## src/design/hff_pkg.sv

```systemverilog
// ----------------------------------------------------------------------------
// hff_pkg: shared types and constants for the hex field formatter
// Sequencer phases, request and character beat structs, ASCII codes and the
// hex digit to character conversion.
// ----------------------------------------------------------------------------
package hff_pkg;

  // Sequencer phases
  typedef enum logic [3:0] {
    PH_IDLE,
    PH_SCAN,
    PH_SIZE,
    PH_PLAN,
    PH_LEAD,
    PH_PFX0,
    PH_PFX1,
    PH_DIGIT,
    PH_TRAIL
  } phase_t;

  // Length modes
  localparam logic [1:0] LEN_32   = 2'd0;
  localparam logic [1:0] LEN_16   = 2'd1;
  localparam logic [1:0] LEN_8    = 2'd2;
  localparam logic [1:0] LEN_FULL = 2'd3;

  // ASCII codes and digit offsets
  localparam logic [7:0] CHAR_SPACE     = 8'd32;
  localparam logic [7:0] CHAR_ZERO      = 8'd48;
  localparam logic [7:0] CHAR_X_LOWER   = 8'd120;
  localparam logic [7:0] CHAR_X_UPPER   = 8'd88;
  localparam logic [7:0] CHAR_LOWER_OFS = 8'd87;
  localparam logic [7:0] CHAR_UPPER_OFS = 8'd55;

  // Input request width in tdata, before byte padding
  localparam int REQ_BITS  = 83;
  localparam int REQ_BYTES = (REQ_BITS + 7) / 8;

  // One conversion request
  typedef struct packed {
    logic [63:0] value;
    logic [1:0]  length_mode;
    logic        uppercase;
    logic        has_precision;
    logic [5:0]  precision;
    logic [5:0]  field_width;
    logic        hash_prefix;
    logic        zero_pad;
    logic        left_align;
  } request_t;

  // One character produced by the sequencer
  typedef struct packed {
    logic       valid;
    logic [7:0] code;
    logic       last;
    logic       truncated;
  } char_beat_t;

  // Convert one hex digit to its ASCII character
  function automatic logic [7:0] hex_char(input logic [3:0] d, input logic upper);
    logic [7:0] ofs;
    if (d > 4'd9) begin
      ofs = upper ? CHAR_UPPER_OFS : CHAR_LOWER_OFS;
    end else begin
      ofs = CHAR_ZERO;
    end
    return {4'b0000, d} + ofs;
  endfunction

endpackage

```

## src/design/hff_scan.sv

```systemverilog
// ----------------------------------------------------------------------------
// hff_scan: iterative hex digit counter
// Shifts the value right one nibble per cycle until it is zero and counts
// the steps, giving the number of significant hex digits (zero for zero).
// ----------------------------------------------------------------------------
module hff_scan import hff_pkg::*; #(
  parameter int VALUE_BITS = 64
) (
  input  logic                  clk,
  input  logic                  rst,
  input  logic                  start,
  input  logic [VALUE_BITS-1:0] value,
  output logic                  done,
  output logic [$clog2((VALUE_BITS+3)/4+1)-1:0] digits
);

  localparam int NIBBLES = (VALUE_BITS + 3) / 4;
  localparam int CW      = $clog2(NIBBLES + 1);

  logic [VALUE_BITS-1:0] shift;
  logic [CW-1:0]         count;
  logic                  busy;

  // Busy flag: set on start, clear once the remainder is zero
  always_ff @(posedge clk) begin
    if (rst) begin
      busy <= 1'b0;
    end else if (start) begin
      busy <= 1'b1;
    end else if (done) begin
      busy <= 1'b0;
    end
  end

  // Shift out one nibble per cycle and count it
  always_ff @(posedge clk) begin
    if (start) begin
      shift <= value;
      count <= '0;
    end else if (busy && (shift != '0)) begin
      shift <= shift >> 4;
      count <= count + CW'(1);
    end
  end

  assign done   = busy && (shift == '0);
  assign digits = count;

endmodule

```

## src/design/hff_seq.sv

```systemverilog
// ----------------------------------------------------------------------------
// hff_seq: conversion sequencer
// Latches one request, runs the digit counter, plans the field layout and
// then steps through padding, prefix and digit positions, one character per
// cycle whenever the output slot is free.
// ----------------------------------------------------------------------------
module hff_seq import hff_pkg::*; #(
  parameter int VALUE_BITS = 64,
  parameter int MAX_CHARS  = 64
) (
  input  logic       clk,
  input  logic       rst,
  input  logic       req_valid,
  input  request_t   req,
  output logic       ready,
  input  logic       advance,
  output char_beat_t beat
);

  localparam int NIBBLES = (VALUE_BITS + 3) / 4;
  localparam int CW      = $clog2(NIBBLES + 1);
  localparam int EW      = $clog2(MAX_CHARS + 1);

  phase_t phase, phase_next;

  // Latched request
  logic [VALUE_BITS-1:0] held_value;
  logic                  upper;
  logic                  has_prec;
  logic [5:0]            prec;
  logic [5:0]            width;
  logic                  hash;
  logic                  zpad;
  logic                  left;

  // Layout and progress
  logic [6:0]    size;
  logic [6:0]    positions;
  logic [6:0]    lead_cnt;
  logic          pfx;
  logic [EW-1:0] char_cap;
  logic          trunc;
  logic [5:0]    pos;
  logic [1:0]    spc;
  logic [EW-1:0] emitted;

  // Digit counter
  logic          accept;
  logic [63:0]   v_cut;
  logic          scan_done;
  logic [CW-1:0] ndig;
  logic [6:0]    ndig7;

  assign accept = req_valid && ready;
  assign ndig7  = 7'(ndig);

  // Cut the value to the length mode
  always_comb begin
    unique case (req.length_mode)
      LEN_32:   v_cut = {32'b0, req.value[31:0]};
      LEN_16:   v_cut = {48'b0, req.value[15:0]};
      LEN_8:    v_cut = {56'b0, req.value[7:0]};
      LEN_FULL: v_cut = req.value;
      default:  v_cut = req.value;
    endcase
  end

  hff_scan #(
    .VALUE_BITS(VALUE_BITS)
  ) u_scan (
    .clk   (clk),
    .rst   (rst),
    .start (accept),
    .value (v_cut[VALUE_BITS-1:0]),
    .done  (scan_done),
    .digits(ndig)
  );

  // Field size from digit count, precision, prefix and zero padding
  logic [6:0] base0, base, size_s1, size_c, positions_c;
  always_comb begin
    base0       = (ndig7 == 7'd0) ? 7'd1 : ndig7;
    base        = (has_prec && ({1'b0, prec} > base0)) ? {1'b0, prec} : base0;
    size_s1     = base + (hash ? 7'd2 : 7'd0);
    size_c      = ((width != 6'd0) && zpad && ({1'b0, width} > size_s1)) ?
                  {1'b0, width} : size_s1;
    positions_c = size_c - (hash ? 7'd2 : 7'd0);
  end

  // Padding, prefix and character total
  logic       prec0;
  logic [6:0] pad_c, lead_c, trail_c, zero_pos;
  logic [8:0] zp9, blank_chars, digit_chars, total_c;
  logic       pfx_c;
  logic [5:0] start_pos;
  always_comb begin
    prec0       = has_prec && (prec == 6'd0);
    pad_c       = ({1'b0, width} > size) ? ({1'b0, width} - size) : 7'd0;
    lead_c      = (!left && !zpad) ? pad_c : 7'd0;
    trail_c     = left ? pad_c : 7'd0;
    pfx_c       = hash && (ndig7 != 7'd0);
    zero_pos    = positions - ndig7;
    zp9         = {2'b00, zero_pos};
    if (width == 6'd0) begin
      blank_chars = 9'd0;
    end else if (hash) begin
      blank_chars = (zp9 << 1) + zp9;
    end else begin
      blank_chars = zp9;
    end
    digit_chars = prec0 ? (9'(ndig7) + blank_chars) : {2'b00, positions};
    total_c     = {2'b00, lead_c} + {2'b00, trail_c} + (pfx_c ? 9'd2 : 9'd0) +
                  digit_chars;
    // Blank positions that give nothing are skipped outright
    start_pos   = (prec0 && (width == 6'd0)) ? 6'(ndig7 - 7'd1) : 6'(positions - 7'd1);
  end

  // Current digit position
  logic [15:0][3:0] nibs;
  logic             rem_zero;
  logic             blank_mode;
  logic [1:0]       spc_last;
  logic             pos_done;
  logic [3:0]       nib;
  logic             is_last;
  always_comb begin
    nibs       = 64'(held_value);
    rem_zero   = ({1'b0, pos} >= ndig7);
    blank_mode = prec0 && rem_zero;
    spc_last   = hash ? 2'd2 : 2'd0;
    pos_done   = !blank_mode || (spc == spc_last);
    nib        = rem_zero ? 4'd0 : nibs[pos[3:0]];
    is_last    = ((emitted + EW'(1)) == char_cap);
  end

  // Phase register
  always_ff @(posedge clk) begin
    if (rst) begin
      phase <= PH_IDLE;
    end else begin
      phase <= phase_next;
    end
  end

  // Next phase
  always_comb begin
    phase_next = phase;
    unique case (phase)
      PH_IDLE: begin
        if (req_valid) phase_next = PH_SCAN;
      end
      PH_SCAN: begin
        if (scan_done) phase_next = PH_SIZE;
      end
      PH_SIZE: begin
        phase_next = PH_PLAN;
      end
      PH_PLAN: begin
        priority if (total_c == 9'd0) phase_next = PH_IDLE;
        else if (lead_c != 7'd0)      phase_next = PH_LEAD;
        else if (pfx_c)               phase_next = PH_PFX0;
        else                          phase_next = PH_DIGIT;
      end
      PH_LEAD: begin
        if (advance) begin
          priority if (is_last)       phase_next = PH_IDLE;
          else if (lead_cnt == 7'd1)  phase_next = pfx ? PH_PFX0 : PH_DIGIT;
          else                        phase_next = PH_LEAD;
        end
      end
      PH_PFX0: begin
        if (advance) phase_next = is_last ? PH_IDLE : PH_PFX1;
      end
      PH_PFX1: begin
        if (advance) phase_next = is_last ? PH_IDLE : PH_DIGIT;
      end
      PH_DIGIT: begin
        if (advance) begin
          priority if (is_last)                 phase_next = PH_IDLE;
          else if (pos_done && (pos == 6'd0))   phase_next = PH_TRAIL;
          else                                  phase_next = PH_DIGIT;
        end
      end
      PH_TRAIL: begin
        if (advance && is_last) phase_next = PH_IDLE;
      end
      default: phase_next = PH_IDLE;
    endcase
  end

  // Handshake and character outputs
  always_comb begin
    ready          = 1'b0;
    beat.valid     = 1'b0;
    beat.code      = CHAR_SPACE;
    beat.last      = is_last;
    beat.truncated = is_last && trunc;
    unique case (phase)
      PH_IDLE: begin
        ready = 1'b1;
      end
      PH_SCAN, PH_SIZE, PH_PLAN: begin
        beat.valid = 1'b0;
      end
      PH_LEAD, PH_TRAIL: begin
        beat.valid = advance;
      end
      PH_PFX0: begin
        beat.valid = advance;
        beat.code  = CHAR_ZERO;
      end
      PH_PFX1: begin
        beat.valid = advance;
        beat.code  = upper ? CHAR_X_UPPER : CHAR_X_LOWER;
      end
      PH_DIGIT: begin
        beat.valid = advance;
        beat.code  = blank_mode ? CHAR_SPACE : hex_char(nib, upper);
      end
      default: beat.valid = 1'b0;
    endcase
  end

  // Hold request, plan layout, advance counters
  always_ff @(posedge clk) begin
    if (accept) begin
      held_value <= v_cut[VALUE_BITS-1:0];
      upper      <= req.uppercase;
      has_prec   <= req.has_precision;
      prec       <= req.precision;
      width      <= req.field_width;
      hash       <= req.hash_prefix;
      zpad       <= req.zero_pad;
      left       <= req.left_align;
      emitted    <= '0;
    end
    if (phase == PH_SIZE) begin
      size      <= size_c;
      positions <= positions_c;
    end
    if (phase == PH_PLAN) begin
      lead_cnt <= lead_c;
      pfx      <= pfx_c;
      trunc    <= (total_c > 9'(MAX_CHARS));
      char_cap <= (total_c > 9'(MAX_CHARS)) ? EW'(MAX_CHARS) : total_c[EW-1:0];
      pos      <= start_pos;
      spc      <= 2'd0;
    end
    if (beat.valid) begin
      emitted <= emitted + EW'(1);
    end
    if ((phase == PH_LEAD) && advance) begin
      lead_cnt <= lead_cnt - 7'd1;
    end
    if ((phase == PH_DIGIT) && advance) begin
      if (pos_done) begin
        spc <= 2'd0;
        pos <= pos - 6'd1;
      end else begin
        spc <= spc + 2'd1;
      end
    end
  end

endmodule

```

## src/design/hex_field_formatter.sv

```systemverilog
// ----------------------------------------------------------------------------
// hex_field_formatter: printf-style %x / %X conversion to a character stream
// Accepts one request per conversion and sends the formatted field, one
// ASCII character per transfer, with tlast on the final character.
// ----------------------------------------------------------------------------
// A request is taken only while the block is idle. After the transfer in,
// the digit counter shifts the value one nibble per cycle until it is zero,
// the size and plan phases (PH_SIZE, then PH_PLAN) lay out the field, and
// then one character leaves per cycle while the downstream side takes them.
// The block is ready again in the cycle after the final character enters
// the output register. When the field would exceed MAX_CHARS characters
// only the first MAX_CHARS are sent, and the final one carries tuser[0]
// set. A conversion that produces no character sends no transfer.
module hex_field_formatter import hff_pkg::*; #(
  parameter int MAX_CHARS  = 64,
  parameter int VALUE_BITS = 64
) (
  input  logic                   clk,
  input  logic                   rst,
  input  logic                   s_tvalid,
  output logic                   s_tready,
  // value[63:0], length_mode[65:64], uppercase[66], has_precision[67],
  // precision[73:68], field_width[79:74], hash_prefix[80], zero_pad[81],
  // left_align[82], zero fill above
  input  logic [REQ_BYTES*8-1:0] s_tdata,
  output logic                   m_tvalid,
  input  logic                   m_tready,
  // out_char[7:0]
  output logic [7:0]             m_tdata,
  output logic                   m_tlast,
  // truncated[0]
  output logic [0:0]             m_tuser
);

  request_t   req;
  char_beat_t beat;
  logic       advance;

  // Unpack the request fields
  always_comb begin
    req.value         = s_tdata[63:0];
    req.length_mode   = s_tdata[65:64];
    req.uppercase     = s_tdata[66];
    req.has_precision = s_tdata[67];
    req.precision     = s_tdata[73:68];
    req.field_width   = s_tdata[79:74];
    req.hash_prefix   = s_tdata[80];
    req.zero_pad      = s_tdata[81];
    req.left_align    = s_tdata[82];
  end

  // Step the sequencer whenever the output register can take a character
  assign advance = !m_tvalid || m_tready;

  hff_seq #(
    .VALUE_BITS(VALUE_BITS),
    .MAX_CHARS (MAX_CHARS)
  ) u_seq (
    .clk      (clk),
    .rst      (rst),
    .req_valid(s_tvalid),
    .req      (req),
    .ready    (s_tready),
    .advance  (advance),
    .beat     (beat)
  );

  // Output register: load a new character, drop valid after the transfer
  always_ff @(posedge clk) begin
    if (rst) begin
      m_tvalid <= 1'b0;
    end else if (beat.valid) begin
      m_tvalid <= 1'b1;
    end else if (m_tready) begin
      m_tvalid <= 1'b0;
    end
  end

  always_ff @(posedge clk) begin
    if (beat.valid) begin
      m_tdata    <= beat.code;
      m_tlast    <= beat.last;
      m_tuser[0] <= beat.truncated;
    end
  end

endmodule

```

## config.mk

```make
export PLATFORM = sky130hd
export DESIGN_NAME = hex_field_formatter
export DESIGN_NICKNAME = d
export VERILOG_FILES = /design/src/design/hff_pkg.sv /design/src/design/hff_scan.sv /design/src/design/hff_seq.sv /design/src/design/hex_field_formatter.sv
export SDC_FILE = /design/constraint.sdc
export NUM_CORES = 1
export LEC_CHECK = 0
export ABC_AREA = 1
export BUFFER_PORTS_ARGS = -buffer_cell sky130_fd_sc_hd__buf_2
export CAP_MARGIN = 0
export CORE_MARGIN = 2
export CORE_UTILIZATION = 61
export CTS_CLUSTER_SIZE = 16
export DETAILED_ROUTE_END_ITERATION = 10
export GPL_TIMING_DRIVEN = 1
export PLACE_DENSITY_LB_ADDON = 0.2
export SKIP_CTS_REPAIR_TIMING = 1
export SYNTH_ARGS = -nofsm -noshare
export SYNTH_HDL_FRONTEND = slang
export SYNTH_SLANG_ARGS = --single-unit
```

## constraint.sdc

```tcl
create_clock -name clk -period 5.75 [get_ports clk]
set_clock_uncertainty 0.1 [all_clocks]
set_input_delay 1.15 -clock clk [delete_from_list [all_inputs] [get_ports clk]]
set_output_delay 1.15 -clock clk [all_outputs]
set_load 0.1 [all_outputs]
```

==> metrics.md, run 1 <==
| Metric | Value |
|---|---|
| Syn Std Cell Area | around 12000 µm² |
| Post-route minimum period | around 5.4 ns |
| Mean area per synthesized cell | 8.76 µm² |
| Pleak | approximately 6.4 nW |
| Port bufs | 98 |
| Htree depth | 1 |
| Final antenna diode count | 0 |
| Slew @ Worst Pin | 1.10 ns |
| Num rows | 52 |
| Post-Place Cells | roughly 1800 |
| Final Net Count | approximately 1700 |
| HP Class | register to register |
| Peak fanout along the critical path | 9 |
| Top cell type's share of synthesized area | between 40% and 50% |
| Final Hold Vio Count | 0 |
| Number of I/O pins | around 100 |
| Setup TNS | 0 ns |
| Synth-to-Final Area Change | 13.3% |
| PD cells | between 500 and 600 nW/µm² |
| Vias | 9753 |
| Post-synth top cells | nand2_1 (342), inv_1 (206), edfxtp_1 (193) |
| Max Freq | approximately 190 MHz |
| Die area | approximately 21000 µm² |
| Critical Path Start Type | register |
| TritonCTS Buffers | 23 |
| Yosys cell types | 58 |
| Yosys warnings | 0 |
| WL/cell | 14.9 µm |
| CP startpoint | u_seq.width[2]$_DFFE_PP_ |
| Vias in the first global route | 9447 |
| Total Wirelength | around 27000 µm |
| Count of final max-slew check failures | 0 |
| Status | finished clean |
| Initial Utilization | 61.5% |
| Max stage delay cell, worst path | fa_1 |
| Root Buffer | clkbuf_16 |
| Initial DRT Pass Iterations | 5 |
| Total gr overflow | 0 |
| Clock latency on the worst-skew pair | around 0.52 ns |
| Average vias per placed instance | ~5.4 |
| Pwr Total | 7.19 mW |
| RePlAce Congestion | ~0.90 |
| Max-cap violations | 0 |
| Clock Path Buffers | 3 |
| Critical path class | register to register |
| Synth area leader | edfxtp_1 |
| Layout cells sized above 1 | between 10% and 20% |
| Dominant cell type by count on the critical path | nand2_1 |
| CTS tree | yes |
| Post-synth ARST share | 0% |
| Clock sinks | 210 |
| Max incr delay on CP | approximately 0.52 ns |
| Arr. time, crit path | ~5.7 ns |
| Tcrit/Tclk final | between 90% and 100% |
| Final ANT Viol Nets | 0 |
| Peak supply drop | ~0.30 mV |
| DRC | 0 |
| Worst setup EP type | register |
| Pin count of the biggest net entering global routing | 77 |
| Post-synthesis register bit count | 210 |
| Largest cells by area after synthesis | edfxtp_1 (47%), nand2_1 (10%), ha_1 (7.2%) |
| Mapped Nets | 1577 |
| Dpl hpwl | just under 20000 µm |
| Clk slew on worst S/H paths | approximately 0.060 ns |
| Antenna violations before repair | 0 |
| Drt initial violations | about 670 |
| Die height | ~150 µm |
| Worst r2r src | u_seq.width[2]$_DFFE_PP_ |
| First-pass GRT wire length | about 44000 µm |
| Unrepaired setup endpoints after global routing | true |
| Finished Layout Cells | 1803 |
| Rel. slew slack | 26.3% |
| Post-synthesis sequential area ratio | approximately half |
| Synthesized instance count | ~1400 |
| Core area | about 20000 µm² |
| Crit path required time | between 6 and 7 ns |
| Most frequent cell after synthesis | nand2_1 |
| Ys flop type | edfxtp_1 |
| Post-synth EDFFs | 193 |
| Min-delay src | u_seq.phase[1]$_SDFFE_PP0P_ |
| Total GRT Usage | 25.1% |
| # setup viols final | 0 |
| Die W | approximately 150 µm |
==> metrics by stage <==
step / worst slack (ns) / cell area [µm²] / utilization (%) / hold WS (ns)
after floorplan: 0.383 / 12300 / - / 0.349
after global placement: 0.267 / 13100 / 65.6 / 0.424
after detailed placement: 0.123 / 13100 / 65.6 / 0.426
after CTS: 0.126 / 13800 / 69.0 / 0.436
after global routing: -0.0288 / 14000 / 69.7 / 0.468
final: 0.345 / 14000 / 69.7 / 0.443
==> worst max-delay path, delay by kind of cell, from the launching register on <==
family | cells | cell delay (ns)
adder cells (fa/ha/maj) | 6 | 2.15
AND/OR/NAND/NOR | 14 | 1.50
AO/OA/AOI/OAI | 5 | 0.73
flip-flops | 1 | 0.46
XOR/XNOR | 1 | 0.23
buffers and inverters | 2 | 0.10
==> sequential cells by signal, indices dropped and copies added, names as in the netlist, 2 cells and up <==
signal / cells
u_seq.held_value: 64
u_seq.u_scan.shift: 64
m_tdata: 8
u_seq.char_cap: 7
u_seq.emitted: 7
u_seq.lead_cnt: 7
u_seq.positions: 7
u_seq.pos: 6
u_seq.prec: 6
u_seq.size: 6
u_seq.width: 6
u_seq.u_scan.digits: 5
u_seq.phase: 4
u_seq.spc: 2
==> where the power goes <==
group          internal (mW)  total, mW  leakage, nW  switching, mW
registers               2.43       2.71         2.02          0.279
clock network          0.778       1.37        0.344          0.593
logic                   1.04       3.12         4.01           2.07
==> cell usage in the layout (no fill, tap or decap), types with 6 or more instances in the layout <==
cell type  netlist  routed
nor2_1         170     168
clkbuf_16        0      23
o21ai_2          5       7
o21a_1           7       7
nand3_1         38      38
xor2_1          25      25
nor3_1          22      21
ha_1            71      69
clkinv_1         4       6
fa_1             7       6
dfxtp_1         17      16
nand2_1        342     339
clkbuf_1        24       6
xnor2_1         15      14
o21ai_0         73      66
edfxtp_1       193     193
nand2_2          9      12
buf_2            5      98
buf_4            0      17
o21ai_1          5       9
a21oi_1         55      53
nand4_1         12      12
inv_1          206     204
nor4_1          19      18
o22ai_1          6       6
a31oi_1          8       6
==> logic make-up (layout without fill, tap and decap cells) <==
family,after synthesis,count (layout),synth area share [%]
and+or+nand+nor,639,639,22.0
DFF,210,210,49.8
AOI/OAI and AO/OA,194,194,9.40
other,1,1,0.0304
xor gates and xnor gates,41,41,2.97
buffers and inverters,244,370,7.54
adders and majority gates,78,78,8.34
==> per-layer routing <==
metal	share of wire (%)	vias up	track usage [%]
li1	-	4901	-
met1	43	4537	31.7
met2	49	264	45.1
met3	5.6	51	3.72
met4	2.4	0	7.04
met5	0	-	0
==> worst paths after layout <==
| check | end | slack, ns | cells past startpoint |
|---|---|---|---|
| setup / recovery | u_seq.phase[1]$_SDFFE_PP0P_ | 0.34 | 28 |
| hold / removal | u_seq.phase[1]$_SDFFE_PP0P_ | 0.44 | 2 |
| setup reg to reg | u_seq.phase[1]$_SDFFE_PP0P_ | 0.34 | 28 |
| hold reg to reg | u_seq.phase[1]$_SDFFE_PP0P_ | 0.44 | 2 |
==> final cells by class <==
class / count / area [µm²]
clock buffer: 32 / 639
tap: 270 / 338
clock inverter: 10 / 57.6
sequential: 210 / 6140
inverter: 213 / 802
multi-input combinational: 953 / 5380
timing repair buffer: 115 / 618
fill: 1609 / 6070
Power figures use the tool's default switching activity.
==> run 2, diff against run 1 <==
--- a/config.mk
+++ b/config.mk
@@ -5,7 +5,6 @@
 export SDC_FILE = /design/constraint.sdc
 export NUM_CORES = 1
 export LEC_CHECK = 0
-export ABC_AREA = 1
 export BUFFER_PORTS_ARGS = -buffer_cell sky130_fd_sc_hd__buf_2
 export CAP_MARGIN = 0
 export CORE_MARGIN = 2
==> metrics.md, run 2 <==
| Metric | Value |
|---|---|
| Status | finished clean (unchanged) |
| Met1 global-route usage | 36.9% (was 31.7%) |
| Htree depth | 1 (unchanged) |
| Unrepaired setup endpoints after global routing | true (unchanged) |
| Synth area leader | edfxtp_1 (unchanged) |
| Post-route minimum period | 5.74 ns (was 5.41 ns) |
| Clock latency on the worst-skew pair | 0.52 ns (about the same) |
| Finished layout cell area | 14700 µm² (was 14000 µm²) |
| Final Hold Vio Count | 0 (unchanged) |
| Core area | 20000 µm² (unchanged) |
| Dpl hpwl | 20200 µm (was 19700 µm) |
| Post-synthesis register bit count | 210 (unchanged) |
| RePlAce Congestion | 0.911 (was 0.900) |
| Top Registers | u_seq.held_value: 64 flops, u_seq.u_scan.shift: 64 flops, m_tdata: 8 flops (unchanged) |
| Top cell type's share of synthesized area | 46.9% (was 47.0%) |
| Pwr Total | 8.10 mW (was 7.19 mW) |
| Yosys warnings | 0 (unchanged) |
| Worst hold margin | 0.423 ns (was 0.443 ns) |
| Max-cap violations | 0 (unchanged) |
| Die area | 21400 µm² (about the same) |
| Pleak | 5.98 nW (was 6.37 nW) |
| Total gr overflow | 0 (unchanged) |
| DRC | 0 (unchanged) |
| Top delay family on crit path | compound AO/OA/AOI/OAI gates (was adder cells) |
| Total Wirelength | 28300 µm (was 26900 µm) |
| Post-synth top cells | edfxtp_1 (193), nor2_1 (79), ha_1 (71) (was nand2_1 (342), inv_1 (206), edfxtp_1 (193)) |
| HP Class | register to register (unchanged) |
| Initial DRT Pass Iterations | 5 (unchanged) |
| Rel. slew slack | 18.3% (was 26.3%) |
| Grt met3 use | 3.78% (was 3.72%) |
| Total GRT Usage | 26.1% (was 25.1%) |
| Peak supply drop | 0.448 mV (was 0.296 mV) |
| Commonest non-fill, non-tap cell in the layout | edfxtp_1 (was nand2_1) |
| Number of I/O pins | 104 (unchanged) |
| Final antenna diode count | 0 (unchanged) |
| Dominant cell type by count on the critical path | ha_4 (was nand2_1) |
| Drt initial violations | 676 (was 674) |
| Clk slew on worst S/H paths | 0.06 ns (about the same) |
| Placement Cell Area | 13500 µm² (was 13100 µm²) |
| Mapped Nets | 1257 (was 1577) |
| Post-Place Cells | 1479 (was 1757) |
| First-pass GRT wire length | 44900 µm (was 43600 µm) |
| Critical path class | register to register (unchanged) |
| Count of final max-slew check failures | 0 (unchanged) |
| Clock Path Buffers | 3 (unchanged) |
| Layout cells sized above 1 | 28.3% (was 14.2%) |
| Most frequent cell after synthesis | edfxtp_1 (was nand2_1) |
| Worst setup EP type | register (unchanged) |
| Min-delay src | u_seq.pos[5]$_DFF_P_ (was u_seq.phase[1]$_SDFFE_PP0P_) |
| Yosys cell types | 69 (was 58) |
| Mean area per synthesized cell | 11.4 µm² (was 8.76 µm²) |
| Post-synth ARST share | 0% (unchanged) |
| Slew @ Worst Pin | 1.22 ns (was 1.10 ns) |
| Synthesized instance count | 1087 (was 1407) |
| Num rows | 52 (unchanged) |
| Max Freq | 174 MHz (was 185 MHz) |
| Post-synth EDFFs | 193 (unchanged) |
| Ys flop type | edfxtp_1 (unchanged) |
| GRT busiest layer | met2 (unchanged) |
| Grt met2 use | 43.0% (was 45.1%) |
| Port bufs | 98 (unchanged) |
| Vias in the first global route | 8706 (was 9447) |
| Syn Std Cell Area | 12400 µm² (was 12300 µm²) |
| TritonCTS Buffers | 23 (unchanged) |
| Critical Path Start Type | register (unchanged) |
| Worst r2r src | u_seq.u_scan.digits[0]$_SDFFE_PP0P_ (was u_seq.width[2]$_DFFE_PP_) |
| Root Buffer | clkbuf_16 (unchanged) |
| Die W | 146 µm (about the same) |
| Max incr delay on CP | 0.36 ns (was 0.52 ns) |
| Clock sinks | 210 (unchanged) |
| PD cells | 551 nW/µm² (was 515 nW/µm²) |
| Die height | 146 µm (about the same) |
| Tcrit/Tclk final | 99.9% (was 94.0%) |
| Post-synthesis sequential area ratio | 49.6% (was 49.8%) |
| Fin util | 73.3% (was 69.7%) |
| CP startpoint | u_seq.u_scan.digits[0]$_SDFFE_PP0P_ (was u_seq.width[2]$_DFFE_PP_) |
| Average vias per placed instance | 5.91 (was 5.41) |
| Buf/Inv on CP | 5 (was 2) |
| Most frequent cells in the layout | edfxtp_1 (193), buf_2 (98), nor2_1 (76), buf_4 (70), mux2_2 (68) (was nand2_1 (339), inv_1 (204), edfxtp_1 (193), nor2_1 (168), buf_2 (98)) |
| Finished Layout Cells | 1533 (was 1803) |
| Arr. time, crit path | 5.97 ns (was 5.71 ns) |
| # setup viols final | 0 (unchanged) |
| Largest cells by area after synthesis | edfxtp_1 (47%), ha_1 (7.2%), mux2_2 (6.4%) (was edfxtp_1 (47%), nand2_1 (10%), ha_1 (7.2%)) |
| Antenna violations before repair | 0 (unchanged) |
| Peak fanout along the critical path | 6 (was 9) |
| Initial Utilization | 61.7% (was 61.5%) |
| WL/cell | 18.5 µm (was 14.9 µm) |
| CTS tree | yes (unchanged) |
| Synth-to-Final Area Change | 18.8% (was 13.3%) |
| Final Net Count | 1416 (was 1686) |
| Vias | 9056 (was 9753) |
| Crit path required time | 5.97 ns (was 6.05 ns) |
| Max stage delay cell, worst path | dfxtp_4 (was fa_1) |
| Pin count of the biggest net entering global routing | 82 (was 77) |
| Final ANT Viol Nets | 0 (unchanged) |
-- run 2: changes by cell type after synthesis, moves of 42 or more --
cell	previous run	this run
mux2_2	0	70
nand2_1	342	59
and3_1	1	45
nor2_1	170	79
o21ai_0	73	31
inv_1	206	67
-- run 2: metrics by stage --
stage               TNS, ns  setup WS (ns)
detailed placement   -0.647         -0.171
finish                    0        0.00769
global route          -1.44         -0.299
global placement          0         0.0341
floorplan                 0         0.0309
CTS                  -0.971         -0.215
-- run 2: final timing paths --
| check | endpoint | slack [ns] | depth (start not counted) |
|---|---|---|---|
| hold reg to reg | u_seq.pos[5]$_DFF_P_ | 0.42 | 1 |
| setup reg to reg | u_seq.positions[6]$_DFFE_PP_ | 0.008 | 34 |
| hold / removal | u_seq.pos[5]$_DFF_P_ | 0.42 | 1 |
| setup / recovery | u_seq.positions[6]$_DFFE_PP_ | 0.008 | 34 |
-- run 2: kinds of logic (layout without fill, tap and decap cells) --
logic type               Yosys count  after routing  share of synthesized area (%)
AND/OR/NAND/NOR                  360            360                           15.4
flip-flops                       210            210                           49.6
AO/OA/AOI/OAI                    170            170                           8.85
buffers and inverters            106            282                           3.32
multiplexers                      99             99                           10.0
adder cells (fa/ha/maj)           78             78                           8.31
XOR/XNOR                          63             63                           4.46
other                              1              1                         0.0303
-- run 2: layout make-up --
cell class              count  area (µm²)
flip-flops and latches    210        6150
inverters                  67         254
fillers                  1419        5350
clock inverters             5        72.6
repair buffers            173        1070
well taps                 270         338
clock buffers              37         658
multi-input cells         771        6150
-- run 2: report_power, final --
part | switching, mW | total, mW | internal [mW] | leakage, nW
registers | 0.356 | 2.80 | 2.44 | 2.02
logic | 2.07 | 3.87 | 1.80 | 3.61
clock network | 0.595 | 1.43 | 0.835 | 0.354
total | 3.03 | 8.10 | 5.07 | 5.98
-- run 2: layer usage --
metal | share of wire (%) | vias to the layer above | wire length [µm]
met5 | 0 | - | 0
met1 | 43 | 4347 | 12300
met3 | 6.5 | 48 | 1830
met2 | 48 | 323 | 13600
met4 | 2.1 | 0 | 584
li1 | - | 4338 | -
